**src/rtl/core/assert_macros.svh**
```systemverilog
// Assertion macros shared by the RTL of the accumulator display block.
// No dependencies; the including module supplies clk_i and rst_ni.
`ifndef ASSERT_MACROS_SVH
`define ASSERT_MACROS_SVH

// Checks a property at every rising clock edge outside of reset.
`define SAT_ASSERT(label, prop, msg) \
  label: assert property (@(posedge clk_i) disable iff (!rst_ni) (prop)) else $error(msg);

// Checks that a condition never holds outside of reset.
`define SAT_ASSERT_NEVER(label, cond, msg) \
  `SAT_ASSERT(label, !(cond), msg)

`endif

```
**src/rtl/core/satacc_pkg.sv**
```systemverilog
// Shared types, constants and the segment table of the accumulator display block.
// No dependencies.
package satacc_pkg;

  localparam int unsigned SW_W    = 10;  // switch operand width
  localparam int unsigned EDGE_W  = 4;   // captured key edge word width
  localparam int unsigned SEG_W   = 8;   // one digit of segment code
  localparam int unsigned DIGITS  = 4;
  localparam int unsigned WORD_W  = SEG_W * DIGITS;
  localparam int unsigned DIGIT_W = 4;

  // Key edge bit positions.
  localparam int unsigned EDGE_ADD_BIT = 0;
  localparam int unsigned EDGE_SUB_BIT = 1;
  localparam int unsigned EDGE_CLR_BIT = 2;

  // Binary to decimal conversion works on values of up to 13 bits (8191).
  localparam int unsigned BIN_W      = 13;
  localparam int unsigned RECIP_W    = 15;
  localparam int unsigned PROD_W     = BIN_W + RECIP_W;
  localparam int unsigned SHIFT_10   = 16;
  localparam int unsigned SHIFT_100  = 20;
  localparam int unsigned SHIFT_1000 = 24;
  localparam logic [RECIP_W-1:0] RECIP_10   = 15'd6554;   // 2^16 / 10, rounded up
  localparam logic [RECIP_W-1:0] RECIP_100  = 15'd10486;  // 2^20 / 100, rounded up
  localparam logic [RECIP_W-1:0] RECIP_1000 = 15'd16778;  // 2^24 / 1000, rounded up

  localparam logic [SEG_W-1:0] SEG_BLANK = 8'h00;
  localparam logic [SEG_W-1:0] SEG_ZERO  = 8'h3F;

  typedef logic [DIGIT_W-1:0] digit_t;
  typedef logic [SEG_W-1:0]   seg_t;

  // Active-high gfedcba code for one decimal digit.
  function automatic seg_t seg_code(input digit_t d);
    seg_t s;
    unique case (d)
      4'd0:    s = 8'h3F;
      4'd1:    s = 8'h06;
      4'd2:    s = 8'h5B;
      4'd3:    s = 8'h4F;
      4'd4:    s = 8'h66;
      4'd5:    s = 8'h6D;
      4'd6:    s = 8'h7D;
      4'd7:    s = 8'h07;
      4'd8:    s = 8'h7F;
      4'd9:    s = 8'h67;
      default: s = SEG_BLANK;
    endcase
    return s;
  endfunction

endpackage

```
**src/rtl/core/satacc_seg_enc.sv**
```systemverilog
// Binary to four-digit seven-segment encoder with leading-zero blanking.
// Depends on satacc_pkg.
module satacc_seg_enc #(
  parameter int unsigned VAL_WIDTH = 10
) (
  input  logic [VAL_WIDTH-1:0]            val_i,
  output logic [satacc_pkg::WORD_W-1:0]   word_o
);
  import satacc_pkg::*;

  logic [BIN_W-1:0]  v;
  logic [PROD_W-1:0] prod10, prod100, prod1000;
  logic [BIN_W-1:0]  q1, q2, q3;
  logic [BIN_W-1:0]  r0, r1, r2;

  // Quotients by 10, 100 and 1000 come from reciprocal multiplies, exact below 8192.
  always_comb begin
    v        = BIN_W'(val_i);
    prod10   = PROD_W'(v) * PROD_W'(RECIP_10);
    prod100  = PROD_W'(v) * PROD_W'(RECIP_100);
    prod1000 = PROD_W'(v) * PROD_W'(RECIP_1000);
    q1       = BIN_W'(prod10   >> SHIFT_10);
    q2       = BIN_W'(prod100  >> SHIFT_100);
    q3       = BIN_W'(prod1000 >> SHIFT_1000);
    r0       = v  - ((q1 << 3) + (q1 << 1));
    r1       = q1 - ((q2 << 3) + (q2 << 1));
    r2       = q2 - ((q3 << 3) + (q3 << 1));
  end

  assign word_o[SEG_W-1:0]         = seg_code(r0[DIGIT_W-1:0]);
  assign word_o[2*SEG_W-1:SEG_W]   = (q1 != '0) ? seg_code(r1[DIGIT_W-1:0]) : SEG_BLANK;
  assign word_o[3*SEG_W-1:2*SEG_W] = (q2 != '0) ? seg_code(r2[DIGIT_W-1:0]) : SEG_BLANK;
  assign word_o[4*SEG_W-1:3*SEG_W] = (q3 != '0) ? seg_code(q3[DIGIT_W-1:0]) : SEG_BLANK;

endmodule

```
**src/rtl/core/saturating_accumulator_bcd_display_top.sv**
```systemverilog
// Top level of the saturating accumulator with a four-digit segment display.
// Depends on satacc_pkg, satacc_seg_enc and assert_macros.svh.
//
//  channel | handshake               | payload
//  --------+-------------------------+---------------------------------------------
//  input   | in_valid_i / in_stall_o | key_edges_i, switch_value_i
//  output  | out_valid_o/ out_stall_i| changed_o, accumulator_out_o, display_word_o
//
// One item per cycle is sustained while the output does not stall; a result passes
// through all three registers before it is presented on the output channel.
// The three registers are the input register, the accumulator update and the display encoder.
// Reset clears the accumulator, the held display word and all stage valid bits.
// A stall on the output holds every full stage with no empty stage after it; an empty stage still takes a new item.
`include "assert_macros.svh"

module saturating_accumulator_bcd_display_top #(
  parameter int unsigned ACC_WIDTH = 10
) (
  input  logic                          clk_i,
  input  logic                          rst_ni,
  input  logic                          in_valid_i,
  output logic                          in_stall_o,
  input  logic [satacc_pkg::EDGE_W-1:0] key_edges_i,
  input  logic [satacc_pkg::SW_W-1:0]   switch_value_i,
  output logic                          out_valid_o,
  input  logic                          out_stall_i,
  output logic                          changed_o,
  output logic [ACC_WIDTH-1:0]          accumulator_out_o,
  output logic [satacc_pkg::WORD_W-1:0] display_word_o
);
  import satacc_pkg::*;

  // The sum needs one bit above the wider of accumulator and operand.
  localparam int unsigned SUM_W = ((ACC_WIDTH > SW_W) ? ACC_WIDTH : SW_W) + 1;
  localparam logic [ACC_WIDTH-1:0] ACC_MAX = {ACC_WIDTH{1'b1}};

  // Stage ready chain: a stage moves on when it is empty or the next one moves.
  logic out_ready, mid_ready, in_ready;
  logic in_adv, mid_adv;

  // Input register.
  logic              in_valid_q;
  logic [EDGE_W-1:0] in_edges_q;
  logic [SW_W-1:0]   in_sw_q;

  // Accumulator and the snapshot handed to the encoder stage.
  logic [ACC_WIDTH-1:0] acc_q, acc_d;
  logic                 mid_valid_q;
  logic                 mid_changed_q;
  logic [ACC_WIDTH-1:0] mid_acc_q;

  // Result register; disp_q doubles as the held display word.
  logic                 out_valid_q;
  logic                 out_changed_q;
  logic [ACC_WIDTH-1:0] out_acc_q;
  logic [WORD_W-1:0]    disp_q;
  logic [WORD_W-1:0]    enc_word;

  logic [SUM_W-1:0] old_ext, sw_ext, sum;

  assign out_ready = !out_valid_q || !out_stall_i;
  assign mid_ready = !mid_valid_q || out_ready;
  assign in_ready  = !in_valid_q || mid_ready;
  assign in_adv    = in_valid_q && mid_ready;
  assign mid_adv   = mid_valid_q && out_ready;

  assign in_stall_o = !in_ready;

  always_ff @(posedge clk_i or negedge rst_ni) begin
    if (!rst_ni) begin
      in_valid_q <= 1'b0;
    end else if (in_ready) begin
      in_valid_q <= in_valid_i;
    end
  end

  always_ff @(posedge clk_i) begin
    if (in_ready && in_valid_i) begin
      in_edges_q <= key_edges_i;
      in_sw_q    <= switch_value_i;
    end
  end

  // Every rule works from the accumulator value held before the item.
  // Clear wins over subtract, and subtract wins over add.
  always_comb begin
    old_ext = SUM_W'(acc_q);
    sw_ext  = SUM_W'(in_sw_q);
    sum     = old_ext + sw_ext;
    acc_d   = acc_q;
    priority if (in_edges_q[EDGE_CLR_BIT]) begin
      acc_d = '0;
    end else if (in_edges_q[EDGE_SUB_BIT]) begin
      acc_d = (sw_ext > old_ext) ? '0 : ACC_WIDTH'(old_ext - sw_ext);
    end else if (in_edges_q[EDGE_ADD_BIT]) begin
      acc_d = (sum >= SUM_W'(ACC_MAX)) ? ACC_MAX : ACC_WIDTH'(sum);
    end else begin
      acc_d = acc_q;
    end
  end

  always_ff @(posedge clk_i or negedge rst_ni) begin
    if (!rst_ni) begin
      acc_q       <= '0;
      mid_valid_q <= 1'b0;
    end else begin
      if (mid_ready) begin
        mid_valid_q <= in_valid_q;
      end
      // An item with no edge bit set leaves the accumulator alone.
      if (in_adv && (in_edges_q != '0)) begin
        acc_q <= acc_d;
      end
    end
  end

  always_ff @(posedge clk_i) begin
    if (in_adv) begin
      mid_changed_q <= (in_edges_q != '0);
      mid_acc_q     <= (in_edges_q != '0) ? acc_d : acc_q;
    end
  end

  satacc_seg_enc #(
    .VAL_WIDTH (ACC_WIDTH)
  ) u_seg_enc (
    .val_i  (mid_acc_q),
    .word_o (enc_word)
  );

  always_ff @(posedge clk_i or negedge rst_ni) begin
    if (!rst_ni) begin
      out_valid_q <= 1'b0;
      disp_q      <= '0;
    end else begin
      if (out_ready) begin
        out_valid_q <= mid_valid_q;
      end
      // The display is rebuilt only for a changing item and held otherwise.
      if (mid_adv && mid_changed_q) begin
        disp_q <= enc_word;
      end
    end
  end

  always_ff @(posedge clk_i) begin
    if (mid_adv) begin
      out_changed_q <= mid_changed_q;
      out_acc_q     <= mid_acc_q;
    end
  end

  assign out_valid_o       = out_valid_q;
  assign changed_o         = out_changed_q;
  assign accumulator_out_o = out_acc_q;
  assign display_word_o    = disp_q;

  // An item without edge bits must not move the accumulator.
  `SAT_ASSERT(a_no_edge_hold, (in_adv && (in_edges_q == '0)) |=> (acc_q == $past(acc_q)),
              "accumulator moved on an item without edges")

  // A clear edge always empties the accumulator.
  `SAT_ASSERT(a_clear_zero, (in_adv && in_edges_q[EDGE_CLR_BIT]) |=> (acc_q == '0),
              "clear edge did not empty the accumulator")

  // A changed result of zero shows a single zero digit and nothing else.
  `SAT_ASSERT(a_zero_display,
              (out_valid_o && changed_o && (accumulator_out_o == '0)) |->
              (display_word_o == {{(WORD_W-SEG_W){1'b0}}, SEG_ZERO}),
              "zero value shown with wrong segments")

  // The encoder stage never holds an unchanged item whose value differs from a changed result in the output register.
  `SAT_ASSERT_NEVER(a_mid_snapshot,
                    mid_valid_q && !mid_changed_q && out_valid_q && out_changed_q &&
                    (mid_acc_q != out_acc_q),
                    "unchanged item carries a stale accumulator")

endmodule

```
**config.mk**
```make
export PLATFORM = sky130hd
export DESIGN_NAME = saturating_accumulator_bcd_display_top
export DESIGN_NICKNAME = d
export VERILOG_FILES = /design/src/rtl/core/satacc_pkg.sv /design/src/rtl/core/satacc_seg_enc.sv /design/src/rtl/core/saturating_accumulator_bcd_display_top.sv
export VERILOG_INCLUDE_DIRS = /design/src /design/src/rtl/core
export SDC_FILE = /design/constraint.sdc
export NUM_CORES = 1
export LEC_CHECK = 0
export ABC_CLOCK_PERIOD_IN_PS = 6140
export BUFFER_PORTS_ARGS = -buffer_cell sky130_fd_sc_hd__buf_4
export CAP_MARGIN = 0
export CORE_MARGIN = 2
export CORE_UTILIZATION = 45
export DETAILED_ROUTE_END_ITERATION = 12
export PLACE_DENSITY_LB_ADDON = 0.2
export SLEW_MARGIN = 20
export SYNTH_ARGS = -nofsm -noshare
export SYNTH_HDL_FRONTEND = slang
export SYNTH_SLANG_ARGS = --single-unit
```
**constraint.sdc**
```tcl
create_clock -name clk_i -period 6.14 [get_ports clk_i]
set_input_delay 0 -clock clk_i [delete_from_list [all_inputs] [get_ports clk_i]]
set_output_delay 0 -clock clk_i [all_outputs]
set_load 0.05 [all_outputs]
```
==> results of run 1 <==
[layer usage]
metal / share of wire (%) / GRT usage (%) / wire length [um]
met1: 46 / 29.63 / 10830
met2: 47 / 36.06 / 10920
met3: 4.0 / 2.988 / 944
met4: 2.7 / 6.604 / 629
met5: 0 / 0 / 0
[metrics by stage]
stage                     instance area, sq um  setup WS, ns  instances
after global routing                     11290       -0.1517       1359
after CTS                                10990       0.02051       1348
final                                    11290       0.07496       1359
after detailed placement                 10510      -0.07949       1314
after floorplan                           9578        0.1503        962
after global placement                   10510        0.1385       1314
[cells in the final DEF, fill, tap and decap left out, types with 5 or more instances in the layout]
| cell type | synthesis | layout |
|---|---|---|
| a211oi_1 | 15 | 11 |
| a21o_1 | 11 | 11 |
| a21oi_1 | 44 | 44 |
| a31oi_1 | 6 | 6 |
| and2_1 | 8 | 8 |
| buf_4 | 10 | 103 |
| clkbuf_16 | 0 | 9 |
| conb_1 | 1 | 9 |
| dfrtp_1 | 35 | 35 |
| dlygate4sd3_1 | 0 | 18 |
| edfxtp_1 | 36 | 36 |
| fa_1 | 72 | 71 |
| ha_1 | 207 | 196 |
| ha_4 | 0 | 8 |
| inv_1 | 167 | 164 |
| inv_2 | 3 | 6 |
| mux2_2 | 9 | 8 |
| mux2i_1 | 13 | 13 |
| nand2_1 | 50 | 49 |
| nand2b_1 | 8 | 8 |
| nand3_1 | 10 | 10 |
| nand4_1 | 9 | 9 |
| nor2_1 | 49 | 49 |
| nor3_1 | 7 | 7 |
| o21ai_0 | 28 | 27 |
| o21ai_1 | 14 | 14 |
| o21ai_2 | 4 | 5 |
| o31ai_1 | 5 | 5 |
| or2_2 | 5 | 5 |
| xnor2_1 | 17 | 15 |
| xor2_1 | 10 | 7 |
| xor2_2 | 2 | 5 |
[logic make-up (layout without fill, tap and decap cells)]
| logic type | count (synthesis) | in the layout | share of synthesized area (%) |
|---|---|---|---|
| AOI/OAI and AO/OA | 181 | 181 | 13.42 |
| and+or+nand+nor | 176 | 176 | 9.042 |
| other | 1 | 9 | 0.03928 |
| muxes | 24 | 24 | 2.699 |
| buffers and inverters | 187 | 309 | 7.941 |
| DFF | 71 | 71 | 20.50 |
| adders and majority gates | 279 | 279 | 42.22 |
| xor gates and xnor gates | 35 | 35 | 4.141 |
[layout make-up]
type,count,area share [%]
clock inverters,7,0.5432
inverters,170,5.653
well taps,275,3.048
multi-input cells,704,62.78
clock buffers,9,1.995
flip-flops and latches,71,17.34
repair buffers,123,8.646
[sequential cells by signal (all words and copies together), names as in the netlist]
| register | flops |
|---|---|
| in_edges_q | 4 |
| acc_q | 10 |
| in_sw_q | 10 |
| mid_valid_q | 1 |
| in_valid_q | 1 |
| out_valid_o | 1 |
| changed_o | 1 |
| accumulator_out_o | 10 |
| mid_acc_q | 10 |
| mid_changed_q | 1 |
| display_word_o | 22 |
[repair_timing]
item	4_1_cts	5_1_grt
pin swaps	1	22
buffers inserted	0	11
endpoints found under the setup margin	7	20
hold buffers	18	0
resized for setup	2	38
endpoints found under the hold margin	52	0
[worst max-delay path, stage by stage, from the launching register on]
cell       delay [ns]
edfxtp_1         0.51
fa_1             0.56
fa_1             0.52
inv_1            0.05
fa_1             0.45
fa_1             0.49
inv_1            0.05
fa_1             0.47
ha_4             0.30
and3_4           0.17
o311a_4          0.20
mux2_4           0.31
a2111oi_4        0.33
ha_2             0.32
xor2_2           0.17
nor2_1           0.08
mux2i_1          0.18
o211ai_2         0.17
xnor2_4          0.22
buf_4            0.16
a211oi_2         0.17
o21ai_2          0.08
[worst paths after layout]
kind | startpoint | slack [ns] | to | cells after the start
worst max-delay path | mid_acc_q[7] | 0.07 | display_word_o[14] | 21
worst min-delay path | rst_ni | 0.19 | display_word_o[6] | 2
worst max register to register | mid_acc_q[7] | 0.07 | display_word_o[14] | 21
worst min register to register | mid_changed_q | 0.48 | changed_o | 0
max in group asynchronous | rst_ni | 5.61 | acc_q[1] | 2
min in group clk_i | key_edges_i[0] | 0.36 | in_edges_q[0] | 2
==> results.toml, run 1 <==
[yosys]
synthDistinctLibCells = 87
synth_most_common_cell = "ha_1"
netlist_instances = 954
async_reset_ff_share_pct = 49.30
synth-edff-count = 36
ys_seq_area_share_pct = 20.50
syn_area_sq_um = 9548
synth-warning-count = 0
ys_seq_elements = 71
yosys_most_used_dff = "edfxtp_1"
netlist_top_cells_count = "ha_1 (207), inv_1 (167), fa_1 (72)"
synth_top_area_share_pct = 27.13
ys_top_cells_by_area = "ha_1 (27%), fa_1 (15%), edfxtp_1 (11%), dfrtp_1 (9.2%), inv_1 (6.6%)"
yosys.area.top_type = "ha_1"
syn-mean-instance-area_sq_um = 10.01

[layout]
n_fill_cell = 1935
drive_above_1_share_pct = 18.45
multi_input_comb_area_sq_um = 7086
regArea_sq_um = 1957
fin_util_pct = 53.86
antenna_cells = 0
area_delta_synth_final_pct = 18.22
nNetsFinal = 1376

[sta]
timing.fmax_mhz = 164.9
timing_hold_violations_final = 0
finalMaxSlewViolations = 0
hold_slack_ns = 0.1890
rsz0062_at_grt = "true"
finalSetupViolCount = 0
worst_pin_slew_ns = 1.097
period_needed_ns = 6.065
tns_ns = 0
relSlewSlack_pct = 26.62
worst_clock_skew_ns = 0.008322
min_period_over_period_pct = 98.78

[run]
max_cap_violations = 0

[drt]
routed_via_density = 5.322
route.vias.total = 7232
first_pass_iters = 5
drc_errors = 0
drt_iter0_markers = 303
detail-route-antenna-nets = 0
wl_um = 23310
drt-wirelength-per-cell_um = 17.16

[worst_setup_path]
crit_path_start_kind = "flop"
criticalPathCategory = "reg2reg"
required_ns = 6.37
cp-end-kind = "flop"
critical_path_arrival_ns = 6.30
path_max_fanout = 7

[global_routing]
grt_pass1_vias = 7241
gr-total-overflow = 0
grt_pass1_wl_um = 37430
grt_max_degree = 36
antenna_found_initial = 0
grt_use_total_pct = 21.74

[place]
portBuffers = 53
place.gp.congestion = 0.9513
hpwl_um = 19470

[status]
status = "completed"

[clock_network]
htree_levels = 3
numClockSinks = 71
cts_tree = "yes"
clock_path_buffers = 2
cts_buffers = 9
clk_pin_slew_ns = 0.06
root_buffer = "clkbuf_16"
clk-insertion-delay-late_ns = 0.35

[die]
dieArea_sq_um = 22400
io_pins = 63
rows = 53
fp.coreArea_sq_um = 20960
die_h_um = 149.7
die_x_um = 149.7
initial_utilization_pct = 45.56

[worst_hold_path]
hold_class = "in2async"
Power of run 1 is not shown: default switching activity piles up to over one toggle a cycle in this logic, so the estimate is an artifact.
==> run 2: changes to the inputs <==
PLACE_DENSITY = 0.64   (was default)
PLACE_DENSITY_LB_ADDON = default   (was 0.2)
==> run 2 against run 1 <==
Critical path depth unchanged. Via count is 2.0% lower. Global-route usage down 0.13 points.
==> results.toml, run 2 (synthesis results as in run 1) <==
[place]
place.gp.congestion = 0.9430
dpl-instance-area_sq_um = 10500
portBuffers = 53
hpwl_um = 19210

[drt]
first_pass_iters = 4
routed_via_density = 5.224
detail-route-antenna-nets = 0
route.vias.total = 7089
wl_um = 23050
drt_iter0_markers = 275
drc_errors = 0
drt-wirelength-per-cell_um = 16.99

[clock_network]
clk_pin_slew_ns = 0.06
htree_levels = 3
numClockSinks = 71
root_buffer = "clkbuf_16"
clock_path_buffers = 2
cts_tree = "yes"
clk-insertion-delay-late_ns = 0.34
cts_buffers = 9

[sta]
finalMaxSlewViolations = 0
finalSetupViolCount = 0
relSlewSlack_pct = 58.13
period_needed_ns = 5.998
rsz0062_at_grt = "true"
worst_pin_slew_ns = 0.6121
timing.fmax_mhz = 166.7
hold_slack_ns = 0.1731
worst_clock_skew_ns = 0.008131
min_period_over_period_pct = 97.69
timing_hold_violations_final = 0

[layout]
area_delta_synth_final_pct = 18.42
antenna_cells = 0
drive_above_1_share_pct = 18.67
final_common_cell = "ha_1"
nNetsFinal = 1374
final_cell_mix = "ha_1 (194), inv_1 (161), buf_4 (101)"
final_area_sq_um = 11310
largest_register_ff_count = 22

[global_routing]
grt_use_total_pct = 21.61
grt_pass1_wl_um = 37360
antenna_found_initial = 0
grtUsageMet2_pct = 37.22
grt_pass1_vias = 7371
busiest_layer = "met2"
met3_usage_pct = 3.323
grt_max_degree = 36
gr-total-overflow = 0
use_met1_pct = 28.30

[die]
rows = 53
die_x_um = 149.7
initial_utilization_pct = 45.56
fp.coreArea_sq_um = 20960
io_pins = 63
die_h_um = 149.7
dieArea_sq_um = 22400

[worst_setup_path]
criticalPathCategory = "reg2reg"
cp-end-kind = "flop"
path_max_fanout = 7
required_ns = 6.35
critical_path_arrival_ns = 6.21
reg2reg_depth = 21
r2r_start = "mid_acc_q[9]"
crit_path_start_kind = "flop"
reg2reg_slack_ns = 0.14
r2r-end = "display_word_o[8]"

[worst_hold_path]
hold_class = "in2async"

[run]
max_cap_violations = 0

[status]
status = "completed"
-- run 2: cell types whose count changed in the layout (fill, tap and decap cells not counted), sizes merged --
cell,previous run,this run
buf,105,104
bufinv,0,1
clkbuf,9,12
clkinv,0,2
clkinvlp,2,0
dlygate4sd3,18,17
inv,175,171
-- run 2: per-layer routing --
metal	part of all wire, %	up-vias	wire [um]
li1	-	3521	-
met1	45	3390	10440
met3	4.0	28	929
met5	0	-	0
met4	1.8	0	404
met2	49	150	11280
-- run 2: timing repair --
item / 4_1_cts / 5_1_grt
endpoints found under the setup margin: 0 / 21
buffers inserted: 0 / 11
hold buffers: 17 / 0
hold endpoints to repair: 52 / 0
resized for setup: 0 / 43
-- run 2: stage by stage --
step           utilization, %  worst slack, ns  setup TNS [ns]  cells
2_1_floorplan               -           0.1503               0    962
4_1_cts                 52.52          0.01768               0   1346
6_report                53.96           0.1421               0   1357
3_3_place_gp            50.11           0.1123               0   1313
3_5_place_dp            50.11          0.04300               0   1313
5_1_grt                 53.96          -0.1461         -0.7319   1357
-- run 2: worst max-delay path by stage --
| stage | slack [ns] | depth (start not counted) | from | end |
|---|---|---|---|---|
| 2_1_floorplan | 0.15 | 23 | mid_acc_q[8] | display_word_o[14] |
| 3_3_place_gp | 0.11 | 23 | mid_acc_q[7] | display_word_o[8] |
| 3_5_place_dp | 0.04 | 23 | mid_acc_q[7] | display_word_o[8] |
| 4_1_cts | 0.02 | 23 | mid_acc_q[7] | display_word_o[8] |
| 5_1_grt | -0.15 | 24 | mid_acc_q[2] | display_word_o[8] |
| 6_report | 0.14 | 21 | mid_acc_q[9] | display_word_o[8] |
-- run 2: area by class of cell --
cell class	count	area, sq um
Clock buffer	12	279.0
Clock inverter	4	56.30
Fill cell	1948	9648
Inverter	170	638.1
Multi-Input combinational cell	704	7071
Sequential cell	71	1957
Tap cell	275	344.1
Timing Repair Buffer	121	962.2
-- run 2: critical path, cell delays in order, from the launching register on --
cell and delay [ns]:
edfxtp_1 0.40, buf_6 0.16, fa_1 0.50, fa_1 0.51, inv_1 0.05, fa_1 0.45
fa_1 0.49, inv_1 0.05, fa_1 0.48, ha_4 0.30, and3_4 0.17, o311a_1 0.20
mux2_4 0.32, a2111oi_4 0.31, ha_2 0.30, xnor2_2 0.07, and2_1 0.16, mux2i_1 0.18
o211ai_2 0.17, xnor2_4 0.29, mux2i_1 0.22, o21ai_1 0.09
Power of run 2 is left out for the same reason.
